[config.mk]
export PLATFORM = sky130hd
export DESIGN_NAME = free_slot_cache_with_spill_core
export DESIGN_NICKNAME = d
export VERILOG_FILES = /design/src/hw/rtl/fsc_pkg.sv /design/src/hw/rtl/fsc_ctrl.sv /design/src/hw/rtl/fsc_dp.sv /design/src/hw/rtl/free_slot_cache_with_spill_core.sv
export SDC_FILE = /design/constraint.sdc
export NUM_CORES = 2
export LEC_CHECK = 0
export ABC_AREA = 0
export BUFFER_PORTS_ARGS = -buffer_cell sky130_fd_sc_hd__buf_2
export CAP_MARGIN = 20
export CELL_PAD_IN_SITES_DETAIL_PLACEMENT = 1
export CELL_PAD_IN_SITES_GLOBAL_PLACEMENT = 2
export CORE_ASPECT_RATIO = 0.9
export CORE_UTILIZATION = 30
export DETAILED_ROUTE_END_ITERATION = 7
export PLACE_DENSITY_LB_ADDON = 0.1
export SLEW_MARGIN = 20
export SYNTH_ARGS = -nofsm -noshare
export SYNTH_HDL_FRONTEND = slang
export SYNTH_SLANG_ARGS = --single-unit
export TNS_END_PERCENT = 30
[constraint.sdc]
create_clock -name clk -period 5.7 [get_ports clk]
set_input_delay 0.285 -clock clk [delete_from_list [all_inputs] [get_ports clk]]
set_output_delay 0.285 -clock clk [all_outputs]
set_load 0.05 [all_outputs]
[src/hw/rtl/fsc_pkg.sv]
// ----------------------------------------------------------------------------
// fsc_pkg: shared types and constants
// Item structs, operation and status codes, and controller commands for the
// free slot cache with spill.
// ----------------------------------------------------------------------------
package fsc_pkg;

  localparam int DEF_CACHE_DEPTH = 64;
  localparam int DEF_INDEX_BITS  = 32;

  localparam logic [1:0] OP_FREE   = 2'd0;
  localparam logic [1:0] OP_APPEND = 2'd1;
  localparam logic [1:0] OP_ALLOC  = 2'd2;

  localparam logic [1:0] ST_OK    = 2'd0;
  localparam logic [1:0] ST_EMPTY = 2'd1;
  localparam logic [1:0] ST_FULL  = 2'd2;

  localparam logic [31:0] TOTAL_MAX = 32'hFFFF_FFFF;

  typedef struct packed {
    logic [1:0]  opcode;
    logic [31:0] entry_index;
    logic        link_present;
  } in_item_t;

  typedef struct packed {
    logic [31:0] out_index;
    logic        out_valid;
    logic [1:0]  status;
    logic [6:0]  held_count;
    logic [31:0] total_free;
  } out_item_t;

  typedef struct packed {
    logic accept;
    logic commit;
  } fsc_cmd_t;

endpackage

[src/hw/rtl/fsc_ctrl.sv]
// ----------------------------------------------------------------------------
// fsc_ctrl: sequencing controller
// Takes one item at a time, waits in S_RESP for the registered ring read, then
// commits the operation into the output register once it is free.
// ----------------------------------------------------------------------------
module fsc_ctrl
  import fsc_pkg::*;
(
  input  logic     clk,
  input  logic     rst_n,
  input  logic     in_valid,
  output logic     in_ready,
  output logic     out_valid,
  input  logic     out_ready,
  output fsc_cmd_t cmd
);

  typedef enum logic [1:0] {
    S_IDLE = 2'b01,
    S_RESP = 2'b10
  } state_t;

  state_t state_r, state_nxt;
  logic   out_valid_r, out_valid_nxt;

  assign in_ready   = (state_r == S_IDLE);
  assign out_valid  = out_valid_r;
  assign cmd.accept = in_valid && in_ready;
  assign cmd.commit = (state_r == S_RESP) && (!out_valid_r || out_ready);

  always_comb begin
    state_nxt = state_r;
    case (state_r)
      S_IDLE: begin
        if (cmd.accept) begin
          state_nxt = S_RESP;
        end
      end
      S_RESP: begin
        if (cmd.commit) begin
          state_nxt = S_IDLE;
        end
      end
      default: begin
        state_nxt = S_IDLE;
      end
    endcase
  end

  always_comb begin
    out_valid_nxt = out_valid_r;
    if (cmd.commit) begin
      out_valid_nxt = 1'b1;
    end else if (out_ready) begin
      out_valid_nxt = 1'b0;
    end
  end

  always_ff @(posedge clk) begin
    if (!rst_n) begin
      state_r     <= S_IDLE;
      out_valid_r <= 1'b0;
    end else begin
      state_r     <= state_nxt;
      out_valid_r <= out_valid_nxt;
    end
  end

`ifndef SYNTH
  a_accept_to_resp: assert property (@(posedge clk) disable iff (!rst_n)
    cmd.accept |=> (state_r == S_RESP))
    else $error("accepted item did not move to response");
  a_commit_loads_out: assert property (@(posedge clk) disable iff (!rst_n)
    cmd.commit |=> (out_valid_r && state_r == S_IDLE))
    else $error("commit did not present a result");
  a_rise_from_resp: assert property (@(posedge clk) disable iff (!rst_n)
    $rose(out_valid_r) |-> $past(state_r == S_RESP))
    else $error("result appeared without a pending item");
`endif

endmodule

[src/hw/rtl/fsc_dp.sv]
// ----------------------------------------------------------------------------
// fsc_dp: ring datapath
// Ring memory of free slot indices, front pointer, held count, saturating
// free total and the output register.
// ----------------------------------------------------------------------------
module fsc_dp
  import fsc_pkg::*;
#(
  parameter int CACHE_DEPTH = DEF_CACHE_DEPTH,
  parameter int INDEX_BITS  = DEF_INDEX_BITS
) (
  input  logic      clk,
  input  logic      rst_n,
  input  fsc_cmd_t  cmd,
  input  in_item_t  in_data,
  output out_item_t out_data
);

  localparam int PW = (CACHE_DEPTH > 1) ? $clog2(CACHE_DEPTH) : 1;
  localparam int CW = $clog2(CACHE_DEPTH + 1);
  localparam logic [PW-1:0] LAST_POS  = PW'(CACHE_DEPTH - 1);
  localparam logic [CW-1:0] FULL_CNT  = CW'(CACHE_DEPTH);
  localparam logic [PW:0]   DEPTH_EXT = (PW + 1)'(CACHE_DEPTH);

  logic [INDEX_BITS-1:0] ring_mem [CACHE_DEPTH];

  logic [PW-1:0]         front_r, front_nxt;
  logic [CW-1:0]         count_r, count_nxt;
  logic [31:0]           total_r, total_nxt;
  logic [1:0]            op_r;
  logic [INDEX_BITS-1:0] idx_r;
  logic                  link_r;
  logic [INDEX_BITS-1:0] rd_data_r;
  out_item_t             out_r, out_nxt;

  logic [PW-1:0]         front_dec, front_inc, back_pos, rd_addr, wr_addr;
  logic [PW:0]           back_sum;
  logic                  full, wr_en;

  assign full      = (count_r == FULL_CNT);
  assign front_dec = (front_r == '0) ? LAST_POS : front_r - 1'b1;
  assign front_inc = (front_r == LAST_POS) ? '0 : front_r + 1'b1;
  assign back_sum  = {1'b0, front_r} + (PW + 1)'(count_r);
  assign back_pos  = (back_sum >= DEPTH_EXT) ? PW'(back_sum - DEPTH_EXT) : PW'(back_sum);
  assign rd_addr   = (in_data.opcode == OP_FREE) ? front_dec : front_r;

  always_comb begin
    front_nxt           = front_r;
    count_nxt           = count_r;
    total_nxt           = total_r;
    wr_en               = 1'b0;
    wr_addr             = front_dec;
    out_nxt.out_index   = '0;
    out_nxt.out_valid   = 1'b0;
    out_nxt.status      = ST_OK;
    case (op_r)
      OP_FREE: begin
        wr_en     = 1'b1;
        wr_addr   = front_dec;
        front_nxt = front_dec;
        if (full) begin
          out_nxt.out_index = 32'(rd_data_r);
          out_nxt.out_valid = 1'b1;
        end else begin
          count_nxt = count_r + 1'b1;
        end
        if (total_r != TOTAL_MAX) begin
          total_nxt = total_r + 1'b1;
        end
      end
      OP_APPEND: begin
        if (link_r) begin
          if (full) begin
            out_nxt.status = ST_FULL;
          end else begin
            wr_en     = 1'b1;
            wr_addr   = back_pos;
            count_nxt = count_r + 1'b1;
          end
        end
      end
      OP_ALLOC: begin
        if (count_r == '0) begin
          out_nxt.status = ST_EMPTY;
        end else begin
          out_nxt.out_index = 32'(rd_data_r);
          out_nxt.out_valid = 1'b1;
          front_nxt         = front_inc;
          count_nxt         = count_r - 1'b1;
          if (total_r != '0) begin
            total_nxt = total_r - 1'b1;
          end
        end
      end
      default: begin
      end
    endcase
    out_nxt.held_count = 7'(count_nxt);
    out_nxt.total_free = total_nxt;
  end

  always_ff @(posedge clk) begin
    if (cmd.accept) begin
      rd_data_r <= ring_mem[rd_addr];
    end
    if (cmd.commit && wr_en) begin
      ring_mem[wr_addr] <= idx_r;
    end
  end

  always_ff @(posedge clk) begin
    if (cmd.accept) begin
      op_r   <= in_data.opcode;
      idx_r  <= INDEX_BITS'(in_data.entry_index);
      link_r <= in_data.link_present;
    end
    if (cmd.commit) begin
      out_r <= out_nxt;
    end
  end

  always_ff @(posedge clk) begin
    if (!rst_n) begin
      front_r <= '0;
      count_r <= '0;
      total_r <= '0;
    end else if (cmd.commit) begin
      front_r <= front_nxt;
      count_r <= count_nxt;
      total_r <= total_nxt;
    end
  end

  assign out_data = out_r;

`ifndef SYNTH
  a_count_bound: assert property (@(posedge clk) disable iff (!rst_n)
    count_r <= FULL_CNT)
    else $error("held count above cache depth");
  a_alloc_pops: assert property (@(posedge clk) disable iff (!rst_n)
    (cmd.commit && op_r == OP_ALLOC && count_r != '0)
      |=> (count_r == $past(count_r) - 1'b1))
    else $error("allocate did not pop one entry");
  a_spill_keeps_count: assert property (@(posedge clk) disable iff (!rst_n)
    (cmd.commit && op_r == OP_FREE && full) |=> (full && out_r.out_valid))
    else $error("free into full cache did not spill");
`endif

endmodule

[src/hw/rtl/free_slot_cache_with_spill_core.sv]
// ----------------------------------------------------------------------------
// free_slot_cache_with_spill_core: free slot cache with spill
// Usage:
//   in_valid/in_ready carry one operation item in in_data: free (push the
//   index at the front), append link (push a spilled index at the back) or
//   allocate (pop the front index).
//   out_valid/out_ready carry exactly one result item per operation in
//   out_data: allocated or spilled index, status, held count and the
//   saturating total of free slots.
//   From acceptance, the ring memory read is registered first; the commit
//   step then updates the cache and loads the output register.
//   The block works on one item at a time; the controller takes a new
//   item only after the last commits.
//   A new item may be accepted while the previous result still waits.
//   If the receiver stalls, the next result waits in its commit step and
//   in_ready stays low until the output register frees.
//   Reset empties the cache and clears the free total; ring contents are
//   left as they are and are never used before being written.
// ----------------------------------------------------------------------------
module free_slot_cache_with_spill_core
  import fsc_pkg::*;
#(
  parameter int CACHE_DEPTH = DEF_CACHE_DEPTH,
  parameter int INDEX_BITS  = DEF_INDEX_BITS
) (
  input  logic      clk,
  input  logic      rst_n,
  input  logic      in_valid,
  output logic      in_ready,
  input  in_item_t  in_data,
  output logic      out_valid,
  input  logic      out_ready,
  output out_item_t out_data
);

  fsc_cmd_t cmd;

  fsc_ctrl u_ctrl (
    .clk       (clk),
    .rst_n     (rst_n),
    .in_valid  (in_valid),
    .in_ready  (in_ready),
    .out_valid (out_valid),
    .out_ready (out_ready),
    .cmd       (cmd)
  );

  fsc_dp #(
    .CACHE_DEPTH (CACHE_DEPTH),
    .INDEX_BITS  (INDEX_BITS)
  ) u_dp (
    .clk      (clk),
    .rst_n    (rst_n),
    .cmd      (cmd),
    .in_data  (in_data),
    .out_data (out_data)
  );

endmodule
# After elaboration in Yosys (flattened, before gate mapping)
# Memory sizes are Yosys's and may differ from the RTL's. A register that Yosys moved wholly into a read port is not among the register bits.
# Index checks and enable logic that the tools add are counted.
dict set report totals {
  out_inout_bits 76
  mem_bits_rw 2048
  regBits 157
  word_cells 81
  in_bits 39
  mem_count 1
}
# memory depth word_bits read_ports rd_clocked_by_memory_dff write_ports line_no
set memory_table {}
lappend memory_table {u_dp.ring_mem 64 32 1 1 1 fsc_dp.sv:25} ;# logic [INDEX_BITS-1:0] ring_mem [CACHE_DEPTH];
dict set report op_classes {
  reduce_logical 14
  eq_ne 10
  add_sub_neg 8
  n_lt_le_gt_ge 1
  muxes 34
}
# operator count
set op_table {}
lappend op_table {{32-bit 2-to-1 mux} 3}
lappend op_table {{33-bit 2-to-1 mux} 2}
lappend op_table {{33-bit case mux with 2 select lines} 1}
lappend op_table {{32-bit case mux with 2 select lines} 1}
lappend op_table {{6-bit 2-to-1 mux} 8}
lappend op_table {{32-bit by 1-bit adder with 32-bit output, second input constant} 1}
lappend op_table {{32-bit != test, second input constant} 1}
lappend op_table {{32-bit nonzero test} 1}
lappend op_table {{32-bit by 1-bit subtractor with 32-bit output, second input constant} 1}
lappend op_table {{7-bit 2-to-1 mux} 3}
lappend op_table {{7-bit case mux with 3 select lines} 1}
lappend op_table {{6-bit case mux with 2 select lines} 1}
lappend op_table {{6-bit by 1-bit subtractor with 6-bit output, second input constant} 2}
lappend op_table {{2-bit 2-to-1 mux} 4}
lappend op_table {{2-bit case mux with 2 select lines} 2}
lappend op_table {{6-bit by 7-bit adder with 7-bit output} 1}
lappend op_table {{7-bit by 1-bit adder with 7-bit output, second input constant} 1}
lappend op_table {{7-bit == test, second input constant} 1}
lappend op_table {{7-bit >= comparator, second input constant} 1}
lappend op_table {{7-bit logical NOT} 1}
lappend op_table {{1-bit 2-to-1 mux} 7}
lappend op_table {{7-bit by 1-bit subtractor with 7-bit output, second input constant} 1}
lappend op_table {{6-bit by 1-bit adder with 6-bit output, second input constant} 1}
lappend op_table {{6-bit == test, second input constant} 1}
lappend op_table {{13 further kinds} 20}

# Depth between registers and ports, before layout
dict set report depth {
  depth_word 7
  ltp_mapped 19
  mapped_depth_nobuf 9
}

# Cells and area by module
# A second synthesis with hierarchy kept.
dict set report unflattened {
  cells_unflattened 6577
  hier_area_um2 88767.6
}
# mod n_inst seq_area_each_um2 area_each_um2 cells_each
set modules_own_cells {}
lappend modules_own_cells {fsc_dp 1 66633.9 88633.8 6564}
lappend modules_own_cells {fsc_ctrl 1 60.1 133.9 13}

# Worst setup path after synthesis
# OpenSTA, ideal clock, no wires.
dict set report synth_path {
  kind {register -> register}
  from {reg u_dp.front_r[0]}
  to {mem u_dp.ring_mem[56][0] (netlist bit) (enable)}
  t_arrival_ns 5.073
  path_stages_with_launch 18
  setup_slack_ns 0.206
  period_less_slack_ns 5.494
  path_buffers 8
  setup_time_ns 0.421
  required_ns 5.279
  path_cell_list {dfxtp_1 buf_2 inv_1 clkbuf_1 clkbuf_1 clkbuf_1 clkbuf_1 ha_1 or4b_1 buf_2 buf_2 clkbuf_1 a21oi_1 o21ai_0 mux2_2 nor2_1 nand2_1 nor2_1}
}
dict set report synth_between {
  elab_chain_len 6
  word_cells_on_any_way 10
  classes_between {3 x add/sub; 1 x order compare; 5 x mux; 1 x reduce/logical}
}
# element line_no
set synth_rtl {}
lappend synth_rtl {{start: declaration} fsc_dp.sv:27} ;# logic [PW-1:0] front_r, front_nxt;
lappend synth_rtl {{start signal: assignment} fsc_dp.sv:128} ;# front_r <= front_nxt;
lappend synth_rtl {{6-bit by 7-bit adder with 7-bit output} fsc_dp.sv:43} ;# assign back_sum = {1'b0, front_r} + (PW + 1)'(count_r);
lappend synth_rtl {{6-bit by 1-bit subtractor with 6-bit output / 7-bit >= comparator (equally long branches)} fsc_dp.sv:44} ;# assign back_pos = (back_sum >= DEPTH_EXT) ? PW'(back_sum - DEPTH_EXT) : PW'(back_sum);
lappend synth_rtl {{6-bit 2-to-1 mux} fsc_dp.sv:44}
lappend synth_rtl {{6-bit 2-to-1 mux} fsc_dp.sv:73} ;# if (full) begin
lappend synth_rtl {{6-bit 2-to-1 mux} fsc_dp.sv:72} ;# if (link_r) begin
lappend synth_rtl {{6-bit 2-to-1 mux *} fsc_dp.sv:56} ;# case (op_r)
lappend synth_rtl {{end: declaration} fsc_dp.sv:25}
# Every way passes the cells marked *; elsewhere a longest branch is shown, timed or not.

# Worst setup path in the final report
dict set report layout_path {
  from {reg u_dp.front_r[0]}
  to {reg u_dp.rd_data_r[7] (read register of u_dp.ring_mem) (data pin)}
}
dict set report layout_between {
  elab_chain_len 3
  word_cells_on_any_way 4
  classes_between {1 x add/sub; 2 x mux; 1 x reduce/logical}
}
# element line_no
set layout_rtl {}
lappend layout_rtl {{6-bit by 1-bit subtractor with 6-bit output / 6-bit logical NOT (equally long branches)} fsc_dp.sv:41} ;# assign front_dec = (front_r == '0) ? LAST_POS : front_r - 1'b1;
lappend layout_rtl {{6-bit 2-to-1 mux} fsc_dp.sv:41}
lappend layout_rtl {{6-bit 2-to-1 mux *} fsc_dp.sv:45} ;# assign rd_addr = (in_data.opcode == OP_FREE) ? front_dec : front_r;
lappend layout_rtl {{end: declaration} fsc_dp.sv:33} ;# logic [INDEX_BITS-1:0] rd_data_r;
# Marked as above.
# A chain may end at the register's enable or synchronous reset.

==> summary.md <==
| Metric | Value |
|---|---|
| Pre-antenna DRT Iters | 5 |
| Primary FF master, synth | edfxtp_1 |
| Least-Margin Pin Slew | 1.21 ns |
| Post-route setup slack | 0.730 ns |
| Max-slew violations | 0 |
| Post-synth cell types | 86 |
| DRC errors left | 0 |
| Top-count cell post-synth | edfxtp_1 |
| CP Capture Type | register |
| Max Cap Viol | 0 |
| Root Driver | clkbuf_16 |
| Setup Skew | 0.0757 ns |
| Post-CTS sizing | 0 |
| First-pass GRT wire length | 725 mm |
| CP required | 6.38 ns |
| Final Core Density | 0.349 |
| Fmax achieved | 201 MHz |
| Worst vdd ir | 0.190 mV |
| EDFF count, synth | 2189 |
| Yosys top cell by area | edfxtp_1 |
| Avg Vias per Cell | 6.15 |
| Ratio of cells with drive above 1 in the final layout | 0.116 |
| Critical Path Max Stage Delay | 1.11 ns |
| Gr busiest metal | met2 |
| GRT met2 Usage | 0.423 |
| Die Y-Extent | 579 um |
| Final cycle utilization of the critical path | 0.872 |
| Largest net degree at the start of global routing | 181 |
| Clock Sinks | 2237 |
| Nets@finish | 9889 |
| Syn_nets | 10000 |
| Critical path class | reg2reg |
| Slew HR | 0.187 |
| CP max FO | 66 |
| IO buf count | 114 |
| Initial DRC count | 8635 |
| Synth warn | 0 |
| Cell area after layout | 129000 sq um |
| Register area | 66700 sq um |
| Area after DPL | 120000 sq um |
| Syn_area_per_cell | 11.2 sq um |
| Post-synth top cells | edfxtp_1, nand2_1, nor3_1 |
| Final Hold Fails | 0 |
| Final non-filler cell total | 15000 |
| Total gr overflow | 0 |
| Starting Density | 0.302 |
| Final setup vio count | 0 |
| Gr usage total | 0.267 |
| Final setup TNS | 0 ns |
| Final ANT Viol Nets | 0 |
| Die Area | 373000 sq um |
| Placeable Area | 368000 sq um |
| Via count | 92000 |
| CP max-delay cell | o311ai_0 |
| Pre-CTS setup slack | 0.779 ns |
| Power Density | 301 nW/um^2 |
| Multi-input gate area | 41200 sq um |
| FP Rows | 211 |
| Startpoint types | register |
| H-tree depth | 5 |
| Fill cells | 39400 |
| Outcome | finished, final reports clean |
| Die width | 644 um |
| CTS Buf Count | 276 |
| Cell Chain, Critical Path | inv_8, ha_1, or4b_4, o2bb2ai_4, buf_12, a221o_1, o21ai_0, o311ai_0, buf_4, nor4_1 |
| Global routing usage on met1 | 0.384 |
| Area growth syn-to-layout | 15.7% |
| Post-synthesis cell count | 9948 |
| Crit path buf inv count | 3 |
| Post-synth ARST share | 0 |
| Synth area leaders | edfxtp_1, nor3_1, nand2_1 |
| Final wirelength | 516 mm |
| Worst Hold Class | in2reg |
| WL/cell | 34.5 um |
| Post-synth top area share | 0.591 |
| DP Cell Count | 14400 |
| CP arrival | 5.65 ns |
| RSZ-0062 raised after global routing | no |
| Synth Register Bits | 2237 |
| RD Place Congestion | 0.818 |
| Seq/Total Area, Yosys | 0.600 |
| Synthesized area | 111000 sq um |
| Clock latency on the worst-skew pair | 0.95 ns |
| Cell leakage power | 0.0404 uW |
| Initial antenna violation count | 62 |
| CTS clk-pin slew, worst paths | 0.06 ns |
| Crit path max-delay family | compound AO/OA/AOI/OAI gates |
| Vias in the first global route | 93500 |
| Met3 Track Usage GR | 0.0280 |
| Final min period | 4.97 ns |
| Post-DP HPWL | 305 mm |
| Clock buffer depth | 4 |
| CTS tree | yes |
| IO Pins | 115 |
power by group:
group          internal (uW)  leakage, uW  switching, uW  total, uW
registers              18200       0.0201            113      18300
clock network           9860      0.00414           7420      17300
logic                    820       0.0161           2370       3190
registers in the layout, summed over array words and instances (netlist names):
signal / count
u_dp.link_r: 1
u_dp.rd_data_r: 32
u_dp.front_r: 6
u_dp.total_r: 32
u_dp.ring_mem: 2048
u_dp.idx_r: 32
u_dp.count_r: 7
u_dp.out_data: 74
u_ctrl.out_valid: 1
u_ctrl.state_r: 2
u_dp.op_r: 2
final timing paths:
path                                                      end                     startpoint  cells past startpoint  slack, ns
worst min register to register  u_dp.total_r[15]$_SDFFE_PN0P_  u_dp.total_r[15]$_SDFFE_PN0P_                      2       0.54
worst max register to register    u_dp.rd_data_r[7]$_DFFE_PP_   u_dp.front_r[0]$_SDFFE_PN0P_                     10       0.73
worst max-delay path              u_dp.rd_data_r[7]$_DFFE_PP_   u_dp.front_r[0]$_SDFFE_PN0P_                     10       0.73
worst min-delay path                    u_dp.link_r$_DFFE_PP_                       in_valid                      2       0.07
area by class of cell:
class | instances | share of cell area
repair buffers | 616 | 0.0462
inverters | 26 | 0.000856
well taps | 4899 | 0.0477
diodes | 31 | 0.000603
clock buffers | 354 | 0.0574
multi-input cells | 6674 | 0.320
flip-flops and latches | 2237 | 0.519
clock inverters | 124 | 0.00841
stage by stage:
| stage | hold slack, ns | power (uW) |
|---|---|---|
| 6_report | 0.0659 | 38700 |
| 5_1_grt | 0.0430 | 39800 |
| 4_1_cts | 0.000498 | 39100 |
| 3_5_place_dp | 0.464 | 21800 |
| 3_3_place_gp | 0.463 | 21700 |
| 2_1_floorplan | 0.384 | 20200 |
metal layers:
metal,wire (um),part of all wire,vias to the layer above
met2,232000,0.45,3057
met3,28300,0.055,679
met5,26,0.000050,-
li1,-,-,39200
met4,16100,0.031,4
met1,240000,0.46,49100
logic make-up (layout without fill, tap and decap cells):
kind of cell             after synthesis  count (layout)  synth area share
AO/OA/AOI/OAI                       2774            2774             0.176
XOR/XNOR                               9               9          0.000709
adder cells (fa/ha/maj)               19              19           0.00221
buffers and inverters               1037            1120            0.0361
flip-flops                          2237            2237             0.600
multiplexers                         334             334            0.0308
other                                  0              31                 0
AND/OR/NAND/NOR                     3538            3538             0.154
worst reg2reg max path: cells and delay by family, from the launching register on:
family                     cells  cell delay [ns]
DFF                            1             0.38
buffers and inverters          3             0.85
and+or+nand+nor                2             0.84
AOI/OAI and AO/OA              4             2.43
adders and majority gates      1             0.28
timing repair:
item | 4_1_cts | 5_1_grt
endpoints found under the hold margin | 54 | 0
buffers inserted | 0 | 0
hold buffers | 37 | 0
cell usage in the layout (no fill, tap or decap), types with 91 or more instances in the layout:
master     synthesis  layout
a2111oi_0        173     173
a211oi_1         441     441
a21oi_1          271     271
a22oi_1           91      91
a31oi_1          251     250
and3_1           250     250
buf_12             0     118
buf_2            100     112
buf_4              0     345
clkbuf_16          0     284
edfxtp_1        2189    2189
mux2i_1          267     267
nand2_1         1303    1301
nand3_1          205     204
nor2_1           232     159
nor3_1          1080    1073
nor3b_1          156     156
o21a_1           157     157
o21ai_0          361     360
o221ai_1         270     270
o22ai_1          364     364
Note: power is estimated with default switching activity, not from simulation.
